`config.mk`:
```
export PLATFORM = sky130hd
export DESIGN_NAME = utf16_lone_surrogate_fix
export DESIGN_NICKNAME = d
export VERILOG_FILES = /design/src/hw/rtl/ulsf_pkg.sv /design/src/hw/rtl/utf16_lone_surrogate_fix.sv /design/src/hw/rtl/ulsf_lane.sv /design/src/hw/rtl/ulsf_merge.sv /design/src/hw/rtl/ulsf_outq.sv
export SDC_FILE = /design/constraint.sdc
export NUM_CORES = 1
export LEC_CHECK = 0
export BUFFER_PORTS_ARGS = -buffer_cell sky130_fd_sc_hd__buf_2
export CORE_MARGIN = 4
export CORE_UTILIZATION = 45
export CTS_BUF_LIST = sky130_fd_sc_hd__clkbuf_8 sky130_fd_sc_hd__clkbuf_16
export CTS_CLUSTER_DIAMETER = 40
export CTS_CLUSTER_SIZE = 16
export DETAILED_ROUTE_END_ITERATION = 10
export GPL_TIMING_DRIVEN = 0
export HOLD_SLACK_MARGIN = 0.06
export MAX_ROUTING_LAYER = met4
export PLACE_DENSITY = 0.72
export SLEW_MARGIN = 10
export SYNTH_ARGS = -nofsm -noshare
export SYNTH_HDL_FRONTEND = slang
export SYNTH_HIERARCHICAL = 1
export SYNTH_SLANG_ARGS = --single-unit
```
`constraint.sdc`:
```
create_clock -name clk -period 7.1 [get_ports clk]
set_clock_uncertainty 0.15 [all_clocks]
set_input_delay 0.71 -clock clk [delete_from_list [all_inputs] [get_ports clk]]
set_output_delay 0.71 -clock clk [all_outputs]
set_load 0.005 [all_outputs]
```
`src/hw/rtl/ulsf_pkg.sv`:
```
// Shared types, constants and helpers for the UTF-16 lone-surrogate repair block.
package ulsf_pkg;

	localparam int LANES  = 4;
	localparam int LANE_W = (LANES > 1) ? $clog2(LANES) : 1;
	localparam int CNT_W  = 3;
	localparam int DEPTH  = 4;
	localparam int PTR_W  = $clog2(DEPTH);
	localparam int QCNT_W = $clog2(DEPTH + 1);
	localparam int ADDR_W = 3;

	localparam logic [15:0] TAG_MASK = 16'hfc00;
	localparam logic [15:0] HI_TAG   = 16'hd800;
	localparam logic [15:0] LO_TAG   = 16'hdc00;
	localparam logic [15:0] REPL_LE  = 16'hfffd;
	localparam logic [15:0] REPL_BE  = 16'hfdff;

	// Register index within the configuration space
	typedef enum logic [0:0] {
		REG_BYTE_SWAP = 1'b0,
		REG_NONE      = 1'b1
	} reg_idx_t;

	typedef logic [LANES-1:0][15:0] unit_vec_t;

	typedef struct packed {
		logic [15:0]      unit_0;
		logic [15:0]      unit_1;
		logic [15:0]      unit_2;
		logic [15:0]      unit_3;
		logic [CNT_W-1:0] unit_count;
		logic             stream_end;
	} in_word_t;

	typedef struct packed {
		logic [15:0]      fixed_0;
		logic [15:0]      fixed_1;
		logic [15:0]      fixed_2;
		logic [15:0]      fixed_3;
		logic [CNT_W-1:0] fixed_count;
		logic             is_last;
	} out_word_t;

	// Surrogate class of one unit
	typedef struct packed {
		logic hi;
		logic lo;
	} class_t;

	// One classified group on its way to the merge stage
	typedef struct packed {
		unit_vec_t        units;
		logic [LANES-1:0] hi;
		logic [LANES-1:0] lo;
		logic [CNT_W-1:0] cnt;
		logic             last;
	} grp_t;

	// Write strobes into the result queue
	typedef struct packed {
		logic first;
		logic second;
	} push_t;

	function automatic logic [15:0] swap16(input logic [15:0] w);
		return {w[7:0], w[15:8]};
	endfunction

	function automatic logic [15:0] repl_word(input logic be);
		return be ? REPL_BE : REPL_LE;
	endfunction

	// Build one result word: replace flagged units, zero unused lanes
	function automatic out_word_t make_word(input unit_vec_t u, input logic [CNT_W-1:0] cnt,
			input logic [LANES-1:0] mask, input logic be, input logic last);
		unit_vec_t f;
		out_word_t w;
		for (int i = 0; i < LANES; i++) begin
			if (CNT_W'(i) < cnt) begin
				f[i] = mask[i] ? repl_word(be) : u[i];
			end else begin
				f[i] = '0;
			end
		end
		w.fixed_0     = f[0];
		w.fixed_1     = f[1];
		w.fixed_2     = f[2];
		w.fixed_3     = f[3];
		w.fixed_count = cnt;
		w.is_last     = last;
		return w;
	endfunction

endpackage

```
`src/hw/rtl/utf16_lone_surrogate_fix.sv`:
```
// Top level: UTF-16 lone-surrogate repair, four code units per word.
//
// Input channel (item_valid / item_stall / item): one group of up to four
// code units a word, unit_count valid from lane 0, stream_end on the last.
// Output channel (result_valid / result_stall / result): the same units with
// each unpaired surrogate replaced by U+FFFD (FDFF when byte swap is set).
// Throughput: one input word per cycle while item_stall is low. A group
// is held until the next group arrives, since its last unit is judged by
// the next group's first unit; it is released into the queue when that
// group reaches the merge stage. A final group (stream_end) is queued
// behind any held group released with it, so an end group may give two
// result words together. The lane flags sit one register stage before
// the merge stage; a four-entry result queue decouples the output from
// the input and keeps the input moving while a result waits.
// When result_stall is high the queue fills; the input stalls once fewer
// than two queue entries are free and the lane stage holds a group.
// Reset clears the held group, the queue and the byte-swap bit.
// The byte-swap bit is at APB byte address 0, bit 0; pready is always high.
module utf16_lone_surrogate_fix (
	input  logic                         clk,
	input  logic                         arst_n,
	input  logic                         item_valid,
	output logic                         item_stall,
	input  ulsf_pkg::in_word_t           item,
	output logic                         result_valid,
	input  logic                         result_stall,
	output ulsf_pkg::out_word_t          result,
	input  logic                         psel,
	input  logic                         penable,
	input  logic                         pwrite,
	input  logic [ulsf_pkg::ADDR_W-1:0]  paddr,
	input  logic [31:0]                  pwdata,
	output logic [31:0]                  prdata,
	output logic                         pready
);

	logic                        be_q;
	ulsf_pkg::reg_idx_t          reg_idx;
	ulsf_pkg::unit_vec_t         item_units;
	logic [ulsf_pkg::CNT_W-1:0]  cnt_in;
	ulsf_pkg::class_t            lane_cls [ulsf_pkg::LANES];
	ulsf_pkg::grp_t              grp_in;
	ulsf_pkg::grp_t              grp_s1;
	logic                        valid_s1;
	logic                        adv;
	logic                        room;
	ulsf_pkg::push_t             push;
	ulsf_pkg::out_word_t         word_0;
	ulsf_pkg::out_word_t         word_1;

	// Register decode
	assign pready  = 1'b1;
	assign reg_idx = ulsf_pkg::reg_idx_t'(paddr[2]);

	always_comb begin
		unique case (reg_idx)
			ulsf_pkg::REG_BYTE_SWAP: prdata = {31'b0, be_q};
			default:                 prdata = '0;
		endcase
	end

	always_ff @(posedge clk or negedge arst_n) begin
		if (!arst_n) begin
			be_q <= 1'b0;
		end else if (psel && penable && pwrite && (reg_idx == ulsf_pkg::REG_BYTE_SWAP)) begin
			be_q <= pwdata[0];
		end
	end

	// Unpack the word and clamp the count to the lane count
	always_comb begin
		item_units[0] = item.unit_0;
		item_units[1] = item.unit_1;
		item_units[2] = item.unit_2;
		item_units[3] = item.unit_3;
		cnt_in = (item.unit_count > ulsf_pkg::CNT_W'(ulsf_pkg::LANES))
			? ulsf_pkg::CNT_W'(ulsf_pkg::LANES) : item.unit_count;
	end

	// Classify each lane side by side
	for (genvar g = 0; g < ulsf_pkg::LANES; g++) begin : g_lane
		ulsf_lane u_lane (
			.unit (item_units[g]),
			.be   (be_q),
			.used (ulsf_pkg::CNT_W'(g) < cnt_in),
			.cls  (lane_cls[g])
		);
	end

	always_comb begin
		for (int i = 0; i < ulsf_pkg::LANES; i++) begin
			grp_in.units[i] = (ulsf_pkg::CNT_W'(i) < cnt_in) ? item_units[i] : 16'h0;
			grp_in.hi[i]    = lane_cls[i].hi;
			grp_in.lo[i]    = lane_cls[i].lo;
		end
		grp_in.cnt  = cnt_in;
		grp_in.last = item.stream_end;
	end

	// Advance the lane stage whenever the merge stage can take its group
	assign adv        = !valid_s1 || room;
	assign item_stall = !adv;

	always_ff @(posedge clk or negedge arst_n) begin
		if (!arst_n) begin
			valid_s1 <= 1'b0;
		end else if (adv) begin
			valid_s1 <= item_valid;
		end
	end

	always_ff @(posedge clk) begin
		if (adv && item_valid) begin
			grp_s1 <= grp_in;
		end
	end

	ulsf_merge u_merge (
		.clk       (clk),
		.arst_n    (arst_n),
		.be        (be_q),
		.grp_valid (valid_s1),
		.grp       (grp_s1),
		.room      (room),
		.push      (push),
		.word_0    (word_0),
		.word_1    (word_1)
	);

	ulsf_outq u_outq (
		.clk          (clk),
		.arst_n       (arst_n),
		.push         (push),
		.word_0       (word_0),
		.word_1       (word_1),
		.room         (room),
		.result_valid (result_valid),
		.result_stall (result_stall),
		.result       (result)
	);

endmodule

```
`src/hw/rtl/ulsf_lane.sv`:
```
// One lane: classifies a code unit as high or low surrogate.
module ulsf_lane (
	input  logic [15:0]     unit,
	input  logic            be,
	input  logic            used,
	output ulsf_pkg::class_t cls
);

	logic [15:0] norm;

	// Undo byte order, then match the surrogate tag
	always_comb begin
		norm   = be ? ulsf_pkg::swap16(unit) : unit;
		cls.hi = used && ((norm & ulsf_pkg::TAG_MASK) == ulsf_pkg::HI_TAG);
		cls.lo = used && ((norm & ulsf_pkg::TAG_MASK) == ulsf_pkg::LO_TAG);
	end

endmodule

```
`src/hw/rtl/ulsf_merge.sv`:
```
// Merge stage: joins lane flags, holds one group back and forms results.
module ulsf_merge (
	input  logic                clk,
	input  logic                arst_n,
	input  logic                be,
	input  logic                grp_valid,
	input  ulsf_pkg::grp_t      grp,
	input  logic                room,
	output ulsf_pkg::push_t     push,
	output ulsf_pkg::out_word_t word_0,
	output ulsf_pkg::out_word_t word_1
);

	ulsf_pkg::unit_vec_t                 held_units_q;
	logic [ulsf_pkg::LANES-1:0]          held_mask_q;
	logic [ulsf_pkg::CNT_W-1:0]          held_cnt_q;
	logic                                held_valid_q;

	logic                                go;
	logic                                cnt_zero;
	logic [ulsf_pkg::LANE_W-1:0]         hl;
	logic [ulsf_pkg::LANE_W-1:0]         cl;
	ulsf_pkg::class_t                    held_cls;
	logic [ulsf_pkg::LANES-1:0]          cur_mask;
	logic [ulsf_pkg::LANES-1:0]          rel_mask;
	logic                                rel;
	logic                                cur_emit;
	ulsf_pkg::out_word_t                 held_word;
	ulsf_pkg::out_word_t                 cur_word;

	assign go       = grp_valid && room;
	assign cnt_zero = (grp.cnt == '0);
	assign hl       = ulsf_pkg::LANE_W'(held_cnt_q - 1'b1);
	assign cl       = ulsf_pkg::LANE_W'(grp.cnt - 1'b1);

	// Reclassify the held last unit under the current byte order
	ulsf_lane u_held_lane (
		.unit (held_units_q[hl]),
		.be   (be),
		.used (held_valid_q),
		.cls  (held_cls)
	);

	// Decide replacements within the current group
	always_comb begin
		cur_mask    = '0;
		cur_mask[0] = grp.lo[0] && !(held_valid_q && held_cls.hi);
		for (int i = 1; i < ulsf_pkg::LANES; i++) begin
			cur_mask[i] = grp.lo[i] && !grp.hi[i-1];
		end
		for (int i = 0; i < ulsf_pkg::LANES - 1; i++) begin
			if ((ulsf_pkg::CNT_W'(i + 1) < grp.cnt) && grp.hi[i] && !grp.lo[i+1]) begin
				cur_mask[i] = 1'b1;
			end
		end
		if (grp.last && !cnt_zero && grp.hi[cl]) begin
			cur_mask[cl] = 1'b1;
		end
	end

	// Finish the held group against the new group's first unit or the stream end
	always_comb begin
		rel_mask = held_mask_q;
		if (held_cls.hi && (cnt_zero || !grp.lo[0])) begin
			rel_mask[hl] = 1'b1;
		end
		rel       = held_valid_q && (!cnt_zero || grp.last);
		cur_emit  = !cnt_zero && grp.last;
		held_word = ulsf_pkg::make_word(held_units_q, held_cnt_q, rel_mask, be, cnt_zero);
		cur_word  = ulsf_pkg::make_word(grp.units, grp.cnt, cur_mask, be, 1'b1);
	end

	// Released group first, final group second
	always_comb begin
		push.first  = go && (rel || cur_emit);
		push.second = go && rel && cur_emit;
		word_0      = rel ? held_word : cur_word;
		word_1      = cur_word;
	end

	// Hold or drop the group
	always_ff @(posedge clk or negedge arst_n) begin
		if (!arst_n) begin
			held_valid_q <= 1'b0;
			held_cnt_q   <= '0;
			held_mask_q  <= '0;
		end else if (go) begin
			if (grp.last) begin
				held_valid_q <= 1'b0;
			end else if (!cnt_zero) begin
				held_valid_q <= 1'b1;
				held_cnt_q   <= grp.cnt;
				held_mask_q  <= cur_mask;
			end
		end
	end

	always_ff @(posedge clk) begin
		if (go && !grp.last && !cnt_zero) begin
			held_units_q <= grp.units;
		end
	end

`ifndef SYNTHESIS
	a_held_cnt: assert property (@(posedge clk) disable iff (!arst_n)
		held_valid_q |-> (held_cnt_q != '0))
		else $error("held group has no units");
	a_end_drops: assert property (@(posedge clk) disable iff (!arst_n)
		(go && grp.last) |=> !held_valid_q)
		else $error("group still held after stream end");
`endif

endmodule

```
`src/hw/rtl/ulsf_outq.sv`:
```
// Result queue: takes up to two words a cycle, hands out one when result_stall is low.
module ulsf_outq (
	input  logic                clk,
	input  logic                arst_n,
	input  ulsf_pkg::push_t     push,
	input  ulsf_pkg::out_word_t word_0,
	input  ulsf_pkg::out_word_t word_1,
	output logic                room,
	output logic                result_valid,
	input  logic                result_stall,
	output ulsf_pkg::out_word_t result
);

	ulsf_pkg::out_word_t         mem_q [ulsf_pkg::DEPTH];
	logic [ulsf_pkg::PTR_W-1:0]  wr_ptr_q;
	logic [ulsf_pkg::PTR_W-1:0]  rd_ptr_q;
	logic [ulsf_pkg::QCNT_W-1:0] count_q;
	logic                        pop;
	logic [ulsf_pkg::QCNT_W-1:0] n_push;

	assign result_valid = (count_q != '0);
	assign result       = mem_q[rd_ptr_q];
	assign pop          = result_valid && !result_stall;
	assign room         = (count_q <= ulsf_pkg::QCNT_W'(ulsf_pkg::DEPTH - 2));
	assign n_push       = ulsf_pkg::QCNT_W'(push.first) + ulsf_pkg::QCNT_W'(push.second);

	// Store incoming words
	always_ff @(posedge clk) begin
		if (push.first) begin
			mem_q[wr_ptr_q] <= word_0;
		end
		if (push.second) begin
			mem_q[wr_ptr_q + 1'b1] <= word_1;
		end
	end

	// Advance pointers and occupancy
	always_ff @(posedge clk or negedge arst_n) begin
		if (!arst_n) begin
			wr_ptr_q <= '0;
			rd_ptr_q <= '0;
			count_q  <= '0;
		end else begin
			wr_ptr_q <= wr_ptr_q + ulsf_pkg::PTR_W'(n_push);
			if (pop) begin
				rd_ptr_q <= rd_ptr_q + 1'b1;
			end
			count_q <= count_q + n_push - ulsf_pkg::QCNT_W'(pop);
		end
	end

`ifndef SYNTHESIS
	a_count_max: assert property (@(posedge clk) disable iff (!arst_n)
		count_q <= ulsf_pkg::QCNT_W'(ulsf_pkg::DEPTH))
		else $error("result queue over depth");
	a_push_order: assert property (@(posedge clk) disable iff (!arst_n)
		push.second |-> push.first)
		else $error("second word pushed without first");
	a_no_overflow: assert property (@(posedge clk) disable iff (!arst_n)
		(push.first || push.second) |-> room)
		else $error("push without room");
`endif

endmodule
```
After elaboration in Yosys (flattened, before gate mapping)
Memories as Yosys holds them, arrays and structs flattened.
Cells that the tools add are included.
{"block": "word_totals", "reg_bits": 157, "ramBits": 272, "word_cells": 164, "memories": 1}
{"memory": "u_outq.mem_q", "words": 4, "width": 68, "rd": 1, "rd_clocked_by_memory_dff": 0, "wr": 2, "line_no": "ulsf_outq.sv:14", "rtl": "ulsf_pkg::out_word_t mem_q [ulsf_pkg::DEPTH];"}
{"block": "classes", "n_addsub": 8, "magnitude_cmp": 18, "n_eq_ne": 10, "mux": 44, "n_bitwise": 5, "reduce_logical": 58}
{"cell": "16-bit 2-to-1 mux", "n": 22}
{"cell": "68-bit 2-to-1 mux", "n": 1}
{"cell": "6-bit equality test (second input constant)", "n": 9}
{"cell": "1-bit logical AND", "n": 37}
{"cell": "16-bit binary-select mux with 2-bit select", "n": 1}
{"cell": "1-bit by 3-bit < comparator with 1-bit output (first input constant)", "n": 6}
{"cell": "2-bit by 3-bit < comparator with 1-bit output (first input constant)", "n": 6}
{"cell": "1-bit zero test", "n": 13}
{"cell": "1-bit 2-to-1 mux", "n": 13}
{"cell": "10-bit 2-to-1 mux", "n": 1}
{"cell": "4-bit 2-to-1 mux", "n": 2}
{"cell": "4-bit bitwise OR", "n": 2}
{"cell": "2-bit by 3-bit < comparator with 1-bit output (second input constant)", "n": 2}
{"cell": "2-bit by 1-bit adder with 2-bit output (second input constant)", "n": 2}
{"cell": "1-bit demux with 2-bit select", "n": 2}
{"cell": "2-bit by 1-bit >= comparator with 1-bit output (second input constant)", "n": 2}
{"cell": "1-bit logical OR", "n": 4}
{"cell": "2-bit by 1-bit subtractor with 2-bit output (second input constant)", "n": 2}
{"cell": "3-bit adder", "n": 1}
{"cell": "3-bit greater-than comparator (second input constant)", "n": 1}
{"cell": "3-bit by 2-bit <= comparator with 1-bit output (second input constant)", "n": 1}
{"cell": "3-bit zero test", "n": 1}
{"cell": "3-bit 2-to-1 mux", "n": 1}
{"cell": "1-bit inverter", "n": 3}
{"cell": "8 further kinds", "n": 8}

Logic depth before layout (Yosys ltp)
Gate-level depths: netlist of the first run.
{"block": "logic_depth", "depth_word": 15, "mapped_depth": 17, "depth_no_buf": 14}

By module
The synthesis of the first run kept the hierarchy.
{"mod": "ulsf_outq", "instances": 1, "cells_per_inst": 700, "area_per_inst_um2": 13445.4, "seq_area_each_um2": 8343.0}
{"mod": "ulsf_merge", "instances": 1, "cells_per_inst": 460, "area_per_inst_um2": 4501.8, "seq_area_each_um2": 2122.0}
{"mod": "utf16_lone_surrogate_fix", "instances": 1, "cells_per_inst": 197, "area_per_inst_um2": 3178.0, "seq_area_each_um2": 2332.2}
{"mod": "ulsf_lane", "instances": 5, "cells_per_inst": 11, "area_per_inst_um2": 82.6, "seq_area_each_um2": 0.0}

Worst setup path before layout of the first run
No wires, ideal clock.
{"block": "synth_path", "path_kind": "reg-to-reg", "startpoint": "reg grp_s1[1] (netlist name)", "endpoint": "mem u_outq/mem_q[2][0] (netlist name) (enable)", "setup_time_ns": 0.588, "arrival_ns": 6.231, "slack_ns": 0.131, "stages_incl_launch_ff": 8, "n_path_buf": 0, "period_less_slack_ns": 6.969, "path_cell_list": "edfxtp_1 -> inv_1 -> ha_1 -> nand2b_1 -> nand2_1 -> a21oi_1 -> nand2_1 -> o21ai_0"}
{"element": "from (decl)", "line_no": "utf16_lone_surrogate_fix.sv:43", "rtl": "ulsf_pkg::grp_t grp_s1;"}
{"element": "from (signal assigned)", "line_no": "utf16_lone_surrogate_fix.sv:114", "rtl": "grp_s1 <= grp_in;"}
{"element": "to (decl)", "line_no": "ulsf_outq.sv:14"}

==> flow_metrics.py, run 1 <==
metrics = {
    "sta": {
        "period_minus_slack_ps": 5220,
        "setup_violations": 0,
        "hold_violations": 0,
        "fmax_mhz": 192,
        "worstMarginPinSlew_ps": 1110,
        "rsz0062_at_grt": "false",
        "slew_violations": 0,
        "hold_ws_ps": 141,
        "slew_headroom_pct": 26.0,
        "finalCritPeriodShare_pct": 73.5,
    },
    "layout": {
        "area_delta_synth_final_pct": 17.5,
        "drive_above_1_share_pct": 44.4,
        "layout.area.seq_um2": 12800,
        "finalCoreUtilization_pct": 53.7,
        "num-fill-cells": 3803,
        "multi_input_area_um2": 8000,
        "nets": 1775,
    },
    "global_routing": {
        "grt_max_degree": 60,
        "grt_pass1_vias": 13200,
        "grt_usage_pct": 22.3,
        "grt_first_pass_wirelength_um": 83100,
        "antenna_found_initial": 2,
        "gr-total-overflow": 0,
    },
    "power": {
        "ir_drop_v": 0.000212,
        "power_mw": 11.6,
        "p_per_area_nw_per_um2": 461,
        "cellLeakagePower_nw": 9.18,
    },
    "worst_setup_path": {
        "worstSetupEndpoint": "u_outq/mem_q[0][19]",
        "path_buf_inv": 7,
        "cp_top_family": "buffers and inverters",
        "worst-path-stages": 16,
        "endpoint_kind": "flip-flop",
        "critical_path_required_ps": 7420,
        "crit_chain": "clkbuf_1, buf_2, inv_1, ha_1, clkbuf_1, clkbuf_1, mux4_2, and4b_1, a22oi_1, nor2_2, a31o_2, clkbuf_1, buf_1, nor2_1, o22ai_1, mux2_2",
        "r2r_cells": 16,
        "crit_fanout": 10,
        "worst_path_most_repeated_cell": "clkbuf_1",
        "crit_arrival_ps": 5540,
        "crit_path_max_incr_delay_ps": 450,
        "critPathKind": "flip-flop to flip-flop",
        "crit_path_start": "u_merge/held_cnt_q[0]",
        "crit_path_start_kind": "flip-flop",
        "crit_slowest_cell": "buf_1",
        "reg2reg_from": "u_merge/held_cnt_q[0]",
        "rr_endpoint": "u_outq/mem_q[0][19]",
        "rrSetupSlack_ps": 1880,
    },
    "die": {
        "initial_utilization_pct": 45.7,
        "ioPinCount": 213,
        "row_count": 79,
        "die-area_um2": 51200,
        "chipHeight_um": 226,
        "die_x_um": 226,
        "core_um2": 46900,
    },
    "detailed_routing": {
        "wl_per_cell_um": 24.4,
        "drtAntennaViolNets": 0,
        "drtPass1Iterations": 5,
        "via_per_inst": 5.72,
        "drt_iter0_markers": 1203,
        "drt-total-wl_um": 56300,
        "via_count": 13200,
        "drc_errors": 0,
    },
    "outcome": {
        "status": "completed",
    },
    "synthesis": {
        "yosysWarnings": 6,
        "syn_inst": 1405,
        "synth_area_um2": 21400,
        "syn_area_per_cell_um2": 15.3,
    },
    "clock_network": {
        "clkSlewWorstSetupHoldPaths_ps": 60,
        "cts_num_sinks": 429,
        "cts_htree_levels": 2,
        "cts_root_buf": "clkbuf_16",
        "cts_tree": "built",
        "clk_latency_ps": 600,
        "post-cts-setup-buffer-count": 0,
        "cts_max_path_buffers": 3,
        "cts_buffers": 51,
    },
    "placement": {
        "hpwl_um": 38900,
        "gp_congestion": 0.938,
        "portBuffers": 147,
    },
    "flow_run": {
        "cap_violations": 0,
    },
    "hold_path": {
        "min_path_type": "primary input to flip-flop",
        "min_path_cells": 1,
    },
}
-- registers in the layout, summed over array words and instances (netlist names) --
register              cells
u_outq/count_q            3
u_merge/held_valid_q      1
u_outq/wr_ptr_q           2
u_merge/held_mask_q       4
u_outq/rd_ptr_q           2
u_outq/mem_q            272
grp_s1                   76
valid_s1                  1
u_merge/held_units_q     64
be_q                      1
u_merge/held_cnt_q        3
-- what timing repair did --
item,CTS,global route
endpoints found under the hold margin,17,0
hold buffers,1,0
resized for setup,0,0
-- metrics by stage --
stage | TNS [ps] | instance area [um2] | setup WS (ps) | std cells
5_1_grt | 0 | 25200 | 1500 | 2302
4_1_cts | 0 | 25200 | 1930 | 2300
3_3_place_gp | -507890 | 23000 | -4760 | 2189
6_report | 0 | 25200 | 1880 | 2302
3_5_place_dp | 0 | 23400 | 2020 | 2203
2_1_floorplan | 0 | 21500 | 131 | 1435
-- where the power goes --
part | total (mW) | internal [mW] | switching [mW]
Clock | 2.68 | 1.61 | 1.07
Combinational | 4.71 | 2.17 | 2.53
Sequential | 4.22 | 3.93 | 0.291
-- worst min path at each step --
stage | endpoint | slack (ps) | start
after floorplan | be_q | 260 | arst_n
after global placement | u_merge/held_units_q[41] | 280 | grp_s1[53]
after detailed placement | u_merge/held_units_q[41] | 280 | grp_s1[53]
after CTS | grp_s1[0] | 120 | item[0]
after global routing | grp_s1[0] | 130 | item[0]
final | grp_s1[0] | 140 | item[0]
-- layout by cell type, fill, tap and decap left out, drive strengths merged, types with 2 or more instances in the layout --
master    instances
a21oi            10
a221o             2
a22oi             5
a31o              4
and2             17
and4b            10
buf             252
bufinv            6
clkbuf           86
clkinv           17
clkinvlp          3
conb             33
dfrtp            17
diode             2
edfxtp          412
ha               14
inv              35
mux2            285
mux2i            14
mux4             81
nand2            22
nand2b            5
nand3             7
nand3b            7
nor2            171
nor2b            57
nor3              3
nor3b             3
o21ai            64
o22ai            32
o2bb2ai           2
o32ai             3
xnor2             3
xor2              3
-- layer usage --
layer	track usage [%]	wire (um)
met1	29.9	23100
met3	3.80	4110
met4	6.23	1530
met2	35.7	27500
met5	-	0
-- cell type report --
cell class | count | area share (%)
diodes | 2 | 0.0199
plain buffers | 122 | 2.85
clock buffers | 55 | 5.38
clock inverters | 41 | 1.62
inverters | 20 | 0.298
multi-input cells | 864 | 31.8
flip-flops and latches | 429 | 50.8
well taps | 607 | 3.02
repair buffers | 162 | 4.23
(Power assumes the default switching activity.)
==> run 2, diff against run 1 <==
--- a/config.mk
+++ b/config.mk
@@ -5,6 +5,7 @@
 export SDC_FILE = /design/constraint.sdc
 export NUM_CORES = 1
 export LEC_CHECK = 0
+export ABC_AREA = 1
 export BUFFER_PORTS_ARGS = -buffer_cell sky130_fd_sc_hd__buf_2
 export CORE_MARGIN = 4
 export CORE_UTILIZATION = 45
@@ -15,7 +16,7 @@
 export GPL_TIMING_DRIVEN = 0
 export HOLD_SLACK_MARGIN = 0.06
 export MAX_ROUTING_LAYER = met4
-export PLACE_DENSITY = 0.72
+export PLACE_DENSITY = 0.69
 export SLEW_MARGIN = 10
 export SYNTH_ARGS = -nofsm -noshare
 export SYNTH_HDL_FRONTEND = slang
==> constraint.sdc (replaced) <==
create_clock -name clk -period 5.4 [get_ports clk]
set_clock_uncertainty 0.15 [all_clocks]
set_input_delay 0.54 -clock clk [delete_from_list [all_inputs] [get_ports clk]]
set_output_delay 0.54 -clock clk [all_outputs]
set_load 0.005 [all_outputs]
==> flow_metrics.py, run 2 <==
metrics = {
    "sta": {
        "fmax_mhz": 212,
        "layout_setup_ws_ps": 675,
        "slew_headroom_pct": 38.6,
        "finalCritPeriodShare_pct": 87.5,
        "period_minus_slack_ps": 4720,
        "rsz0062_at_grt": "false",
        "setup_violations": 0,
        "worstMarginPinSlew_ps": 911,
        "hold_violations": 0,
        "slew_violations": 0,
    },
    "worst_setup_path": {
        "critical_path_required_ps": 5670,
        "rrSetupSlack_ps": 680,
        "crit_chain": "clkbuf_1, inv_1, buf_1, ha_1, inv_1, clkbuf_1, o21ai_0, o22ai_1, nand3_1, nand2_1, nand2_1, nor2_1, a21boi_2, nand2_1, nand2_1, clkbuf_2, o21ai_0, o21ai_1, nand2_1, o21ai_0",
        "crit_slowest_cell": "ha_1",
        "rr_endpoint": "u_outq/mem_q[2][18]",
        "critPathKind": "flip-flop to flip-flop",
        "endpoint_kind": "flip-flop",
        "worst_path_most_repeated_cell": "nand2_1",
        "crit_arrival_ps": 5000,
        "crit_path_start_kind": "flip-flop",
        "crit_path_start": "u_merge/held_cnt_q[0]",
        "crit_path_max_incr_delay_ps": 440,
        "reg2reg_from": "u_merge/held_cnt_q[0]",
        "path_buf_inv": 6,
        "cp_top_family": "buffers and inverters",
        "r2r_cells": 20,
        "worst-path-stages": 20,
        "crit_fanout": 10,
        "worstSetupEndpoint": "u_outq/mem_q[2][18]",
    },
    "detailed_routing": {
        "drtAntennaViolNets": 0,
        "drt-total-wl_um": 71000,
        "via_count": 19200,
        "wl_per_cell_um": 19.3,
        "drtPass1Iterations": 7,
        "drc_errors": 0,
        "drt_iter0_markers": 2055,
        "via_per_inst": 5.21,
    },
    "die": {
        "ioPinCount": 213,
        "initial_utilization_pct": 45.5,
        "die_x_um": 234,
        "core_um2": 50300,
        "die-area_um2": 54600,
        "chipHeight_um": 234,
        "row_count": 82,
    },
    "layout": {
        "top_regs": "u_outq/mem_q x272, grp_s1 x76, u_merge/held_units_q x64",
        "area_delta_synth_final_pct": 18.6,
        "top_register": "u_outq/mem_q",
        "final_cells": 3682,
        "final_common_cell": "nand2_1",
        "largest_reg_flops": 272,
        "finalCoreUtilization_pct": 54.0,
        "drive_above_1_share_pct": 13.9,
        "nets": 3087,
        "antenna_cells": 0,
        "final_cell_mix": "nand2_1 (759), edfxtp_1 (412), inv_1 (369)",
    },
    "power": {
        "ir_drop_v": 0.000309,
        "p_per_area_nw_per_um2": 642,
        "combPwrFrac_pct": 43.7,
        "clockPowerShare_pct": 23.5,
        "p_sw_share_pct": 42.1,
        "power_mw": 17.4,
        "switchingPower_mw": 7.35,
        "seqPwrFrac_pct": 32.8,
        "p_int_mw": 10.1,
        "cellLeakagePower_nw": 12.4,
    },
    "clock_network": {
        "holdBufCountCts": 25,
        "cts_max_path_buffers": 3,
        "cts_tree": "built",
        "post-cts-setup-buffer-count": 0,
        "ctsResizeCount": 0,
        "cts_num_sinks": 429,
        "clk_latency_ps": 620,
        "cts_htree_levels": 2,
        "clkSlewWorstSetupHoldPaths_ps": 60,
        "cts_buffers": 56,
        "cts_root_buf": "clkbuf_16",
    },
    "placement": {
        "gp_congestion": 0.950,
        "place_ws_ps": 790,
        "portBuffers": 147,
        "hpwl_um": 52600,
        "dp.cells": 3551,
    },
    "global_routing": {
        "grt_first_pass_wirelength_um": 106000,
        "grt_max_degree": 56,
        "antenna_found_initial": 0,
        "grt_pass1_vias": 17900,
        "grt_usage_pct": 26.4,
        "gr-total-overflow": 0,
    },
    "outcome": {
        "status": "completed",
    },
    "flow_run": {
        "cap_violations": 0,
    },
    "synthesis": {
        "syn_inst": 2695,
        "syn_area_per_cell_um2": 8.50,
        "synth_area_um2": 22900,
        "yosysWarnings": 6,
    },
    "hold_path": {
        "min_path_type": "primary input to flip-flop",
    },
}
## run 2: cell types whose count changed in the layout (fill, tap and decap cells not counted), moves of 19 or more
cell	before	now
nand2_1	16	759
nand3_1	6	103
o22ai_1	32	13
inv_1	30	369
nor2b_1	38	0
o21ai_1	0	150
mux2_2	279	0
dlygate4sd3_1	1	25
nor2_1	153	228
clkbuf_1	30	50
o21ai_0	62	365
mux4_2	81	0
## run 2: worst min path at each step
stage	startpoint	end	slack [ps]	cells past startpoint
after detailed placement	grp_s1[53]	u_merge/held_units_q[41]	290	0
after global routing	item[18]	grp_s1[74]	70	3
after CTS	item[18]	grp_s1[74]	60	3
after floorplan	arst_n	be_q	90	0
final	item[53]	grp_s1[13]	80	3
after global placement	grp_s1[30]	u_merge/held_units_q[18]	280	0
## run 2: stage by stage
stage | hold WS [ps] | setup TNS [ps] | cell area [um2]
CTS | 61.2 | 0 | 27100
finish | 84.0 | 0 | 27100
global route | 71.7 | 0 | 27100
detailed placement | 285 | 0 | 24800
global placement | 283 | -130740 | 24600
floorplan | 94.4 | 0 | 23000
## run 2: cell type report
type                       count  area (um2)
fill                        4499       23100
timing repair buffer         179        1150
buffer                       188        1110
inverter                     379        1430
sequential                   429       12800
clock buffer                  56        1400
clock inverter                50         708
tap                          672         841
multi-input combinational   1729        7710
## run 2: power by group through the flow
stage                     Sequential (mW)  Combinational (mW)  Clock (mW)
final                                5.72                7.61        4.10
after global routing                 5.80                8.47        4.31
after CTS                            5.71                7.50        4.16
after detailed placement             5.78                7.44           0
after global placement               5.87                7.14           0
after floorplan                      5.68                4.71           0
## run 2: worst reg2reg max path: cells and delay by family (launching register included)
kind,cells,cell delay [ps]
buf+inv,6,1440
compound gates,6,1180
simple gates,7,930
fa+ha+maj,1,440
flops,1,380
## run 2: metal layers
layer	vias up	track usage, %	wire, um
met2	958	40.1	32200
met4	0	7.80	2120
met5	-	-	0
li1	9252	-	-
met3	128	4.56	7050
met1	8852	36.6	29700
==> run 3, diff against run 2 <==
==> constraint.sdc (replaced) <==
create_clock -name clk -period 5.8 [get_ports clk]
set_clock_uncertainty 0.15 [all_clocks]
set_input_delay 0.58 -clock clk [delete_from_list [all_inputs] [get_ports clk]]
set_output_delay 0.58 -clock clk [all_outputs]
set_load 0.005 [all_outputs]
==> flow_metrics.py, run 3 (synthesis gave the netlist of run 2 again) <==
metrics = {
    "placement": {
        "hpwl_um": 52600,
        "portBuffers": 147,
        "place_area_um2": 24800,
        "dp.cells": 3551,
        "gp_congestion": 0.950,
        "place_ws_ps": 1190,
    },
    "clock_network": {
        "cts_root_buf": "clkbuf_16",
        "clkSlewWorstSetupHoldPaths_ps": 60,
        "clk_latency_ps": 620,
        "cts_htree_levels": 2,
        "cts_tree": "built",
        "ctsResizeCount": 0,
        "cts_max_path_buffers": 3,
        "holdBufCountCts": 11,
        "cts_buffers": 56,
        "cts_num_sinks": 429,
        "post-cts-setup-buffer-count": 0,
    },
    "sta": {
        "rsz0062_at_grt": "false",
        "slew_headroom_pct": 36.6,
        "fmax_mhz": 213,
        "slew_violations": 0,
        "period_minus_slack_ps": 4680,
        "layout_setup_ws_ps": 1120,
        "setup_violations": 0,
        "hold_ws_ps": 102,
        "hold_violations": 0,
        "finalCritPeriodShare_pct": 80.8,
        "worstMarginPinSlew_ps": 942,
    },
    "detailed_routing": {
        "via_count": 19000,
        "drt_iter0_markers": 2002,
        "wl_met2_um": 31800,
        "top_layer_used": "met4",
        "via_per_inst": 5.18,
        "drtAntennaViolNets": 0,
        "met1_length_um": 29800,
        "drt-total-wl_um": 70600,
        "dr_wl_met3_um": 6800,
        "drtPass1Iterations": 7,
        "wl_per_cell_um": 19.2,
        "drc_errors": 0,
    },
    "global_routing": {
        "grt_max_degree": 56,
        "antenna_found_initial": 0,
        "grt_first_pass_wirelength_um": 106000,
        "grt_pass1_vias": 17800,
        "gr-total-overflow": 0,
        "grt_usage_pct": 26.3,
    },
    "power": {
        "cellLeakagePower_nw": 12.4,
        "p_per_area_nw_per_um2": 600,
        "ir_drop_v": 0.000286,
    },
    "layout": {
        "nets": 3073,
        "largest_reg_flops": 272,
        "finalCoreUtilization_pct": 53.7,
        "final_cell_mix": "nand2_1 (759), edfxtp_1 (412), inv_1 (369)",
        "drive_above_1_share_pct": 13.9,
        "layout.area.seq_um2": 12800,
        "area_delta_synth_final_pct": 18.0,
        "top_regs": "u_outq/mem_q x272, grp_s1 x76, u_merge/held_units_q x64",
        "multi_input_area_um2": 7710,
        "top_register": "u_outq/mem_q",
        "final_cells": 3668,
        "num-fill-cells": 4517,
        "fin_area_um2": 27000,
        "final_common_cell": "nand2_1",
        "antenna_cells": 0,
    },
    "flow_run": {
        "cap_violations": 0,
    },
    "hold_path": {
        "whs_endpoint": "grp_s1[69]",
        "min_path_type": "primary input to flip-flop",
        "min_path_cells": 3,
        "hold_start": "item[13]",
    },
    "worst_setup_path": {
        "critPathKind": "flip-flop to flip-flop",
        "crit_path_max_incr_delay_ps": 440,
        "r2r_cells": 20,
        "rr_endpoint": "u_outq/mem_q[2][18]",
        "worst_path_most_repeated_cell": "nand2_1",
        "crit_slowest_cell": "ha_1",
        "crit_fanout": 10,
        "endpoint_kind": "flip-flop",
        "crit_arrival_ps": 4960,
        "rrSetupSlack_ps": 1120,
        "crit_path_start_kind": "flip-flop",
        "crit_path_start": "u_merge/held_cnt_q[0]",
        "critical_path_required_ps": 6070,
        "crit_chain": "clkbuf_1, inv_1, buf_1, ha_1, inv_1, clkbuf_1, o21ai_0, o22ai_1, nand3_1, nand2_1, nand2_1, nor2_1, a21boi_2, nand2_1, nand2_1, clkbuf_2, o21ai_0, o21ai_1, nand2_1, o21ai_0",
        "reg2reg_from": "u_merge/held_cnt_q[0]",
    },
    "die": {
        "initial_utilization_pct": 45.5,
        "row_count": 82,
        "die-area_um2": 54600,
        "ioPinCount": 213,
        "core_um2": 50300,
        "chipHeight_um": 234,
        "die_x_um": 234,
    },
    "outcome": {
        "status": "completed",
    },
}
## run 3: changes by cell type in the layout (fill, tap and decap cells not counted)
cell           change
dlygate4sd3_1     -14
## run 3: worst max path at each step
| stage | depth (start not counted) | to | slack [ps] |
|---|---|---|---|
| 4_1_cts | 20 | u_outq/mem_q[0][25] | 1160 |
| 3_5_place_dp | 20 | u_outq/mem_q[2][18] | 1190 |
| 2_1_floorplan | 5 | grp_s1[0] | 1190 |
| 3_3_place_gp | 9 | u_outq/mem_q[0][24] | -80 |
| 5_1_grt | 22 | u_outq/mem_q[2][66] | 710 |
| 6_report | 20 | u_outq/mem_q[2][18] | 1120 |
## run 3: final cells by class
class | count | share of cell area [%]
Buffer | 188 | 4.10
Sequential cell | 429 | 47.4
Tap cell | 672 | 3.11
Timing Repair Buffer | 165 | 3.73
Multi-Input combinational cell | 1729 | 28.6
Clock buffer | 56 | 5.19
Clock inverter | 50 | 2.62
Inverter | 379 | 5.30
## run 3: power by group
group | internal [mW] | total, mW | switching, mW
registers | 4.96 | 5.33 | 0.365
logic | 2.16 | 7.07 | 4.91
clock network | 2.27 | 3.82 | 1.55
total | 9.39 | 16.2 | 6.82
## run 3: layer usage
| metal | track usage [%] | vias to the layer above |
|---|---|---|
| met5 | - | - |
| met4 | 7.80 | 0 |
| met3 | 4.59 | 132 |
| met2 | 39.9 | 936 |
| met1 | 36.6 | 8711 |
| li1 | - | 9215 |
## run 3: metrics by stage
step,total power [mW],TNS [ps]
after floorplan,9.67,0
after global placement,12.1,-7990
after detailed placement,12.3,0
after CTS,16.2,0
after global routing,17.3,0
final,16.2,0
## run 3: critical path: cells and delay by family, from the launching register on
family | cells | cell delay (ps)
AO/OA/AOI/OAI | 6 | 1160
adder cells (fa/ha/maj) | 1 | 440
buffers and inverters | 6 | 1430
flip-flops | 1 | 380
AND/OR/NAND/NOR | 7 | 930
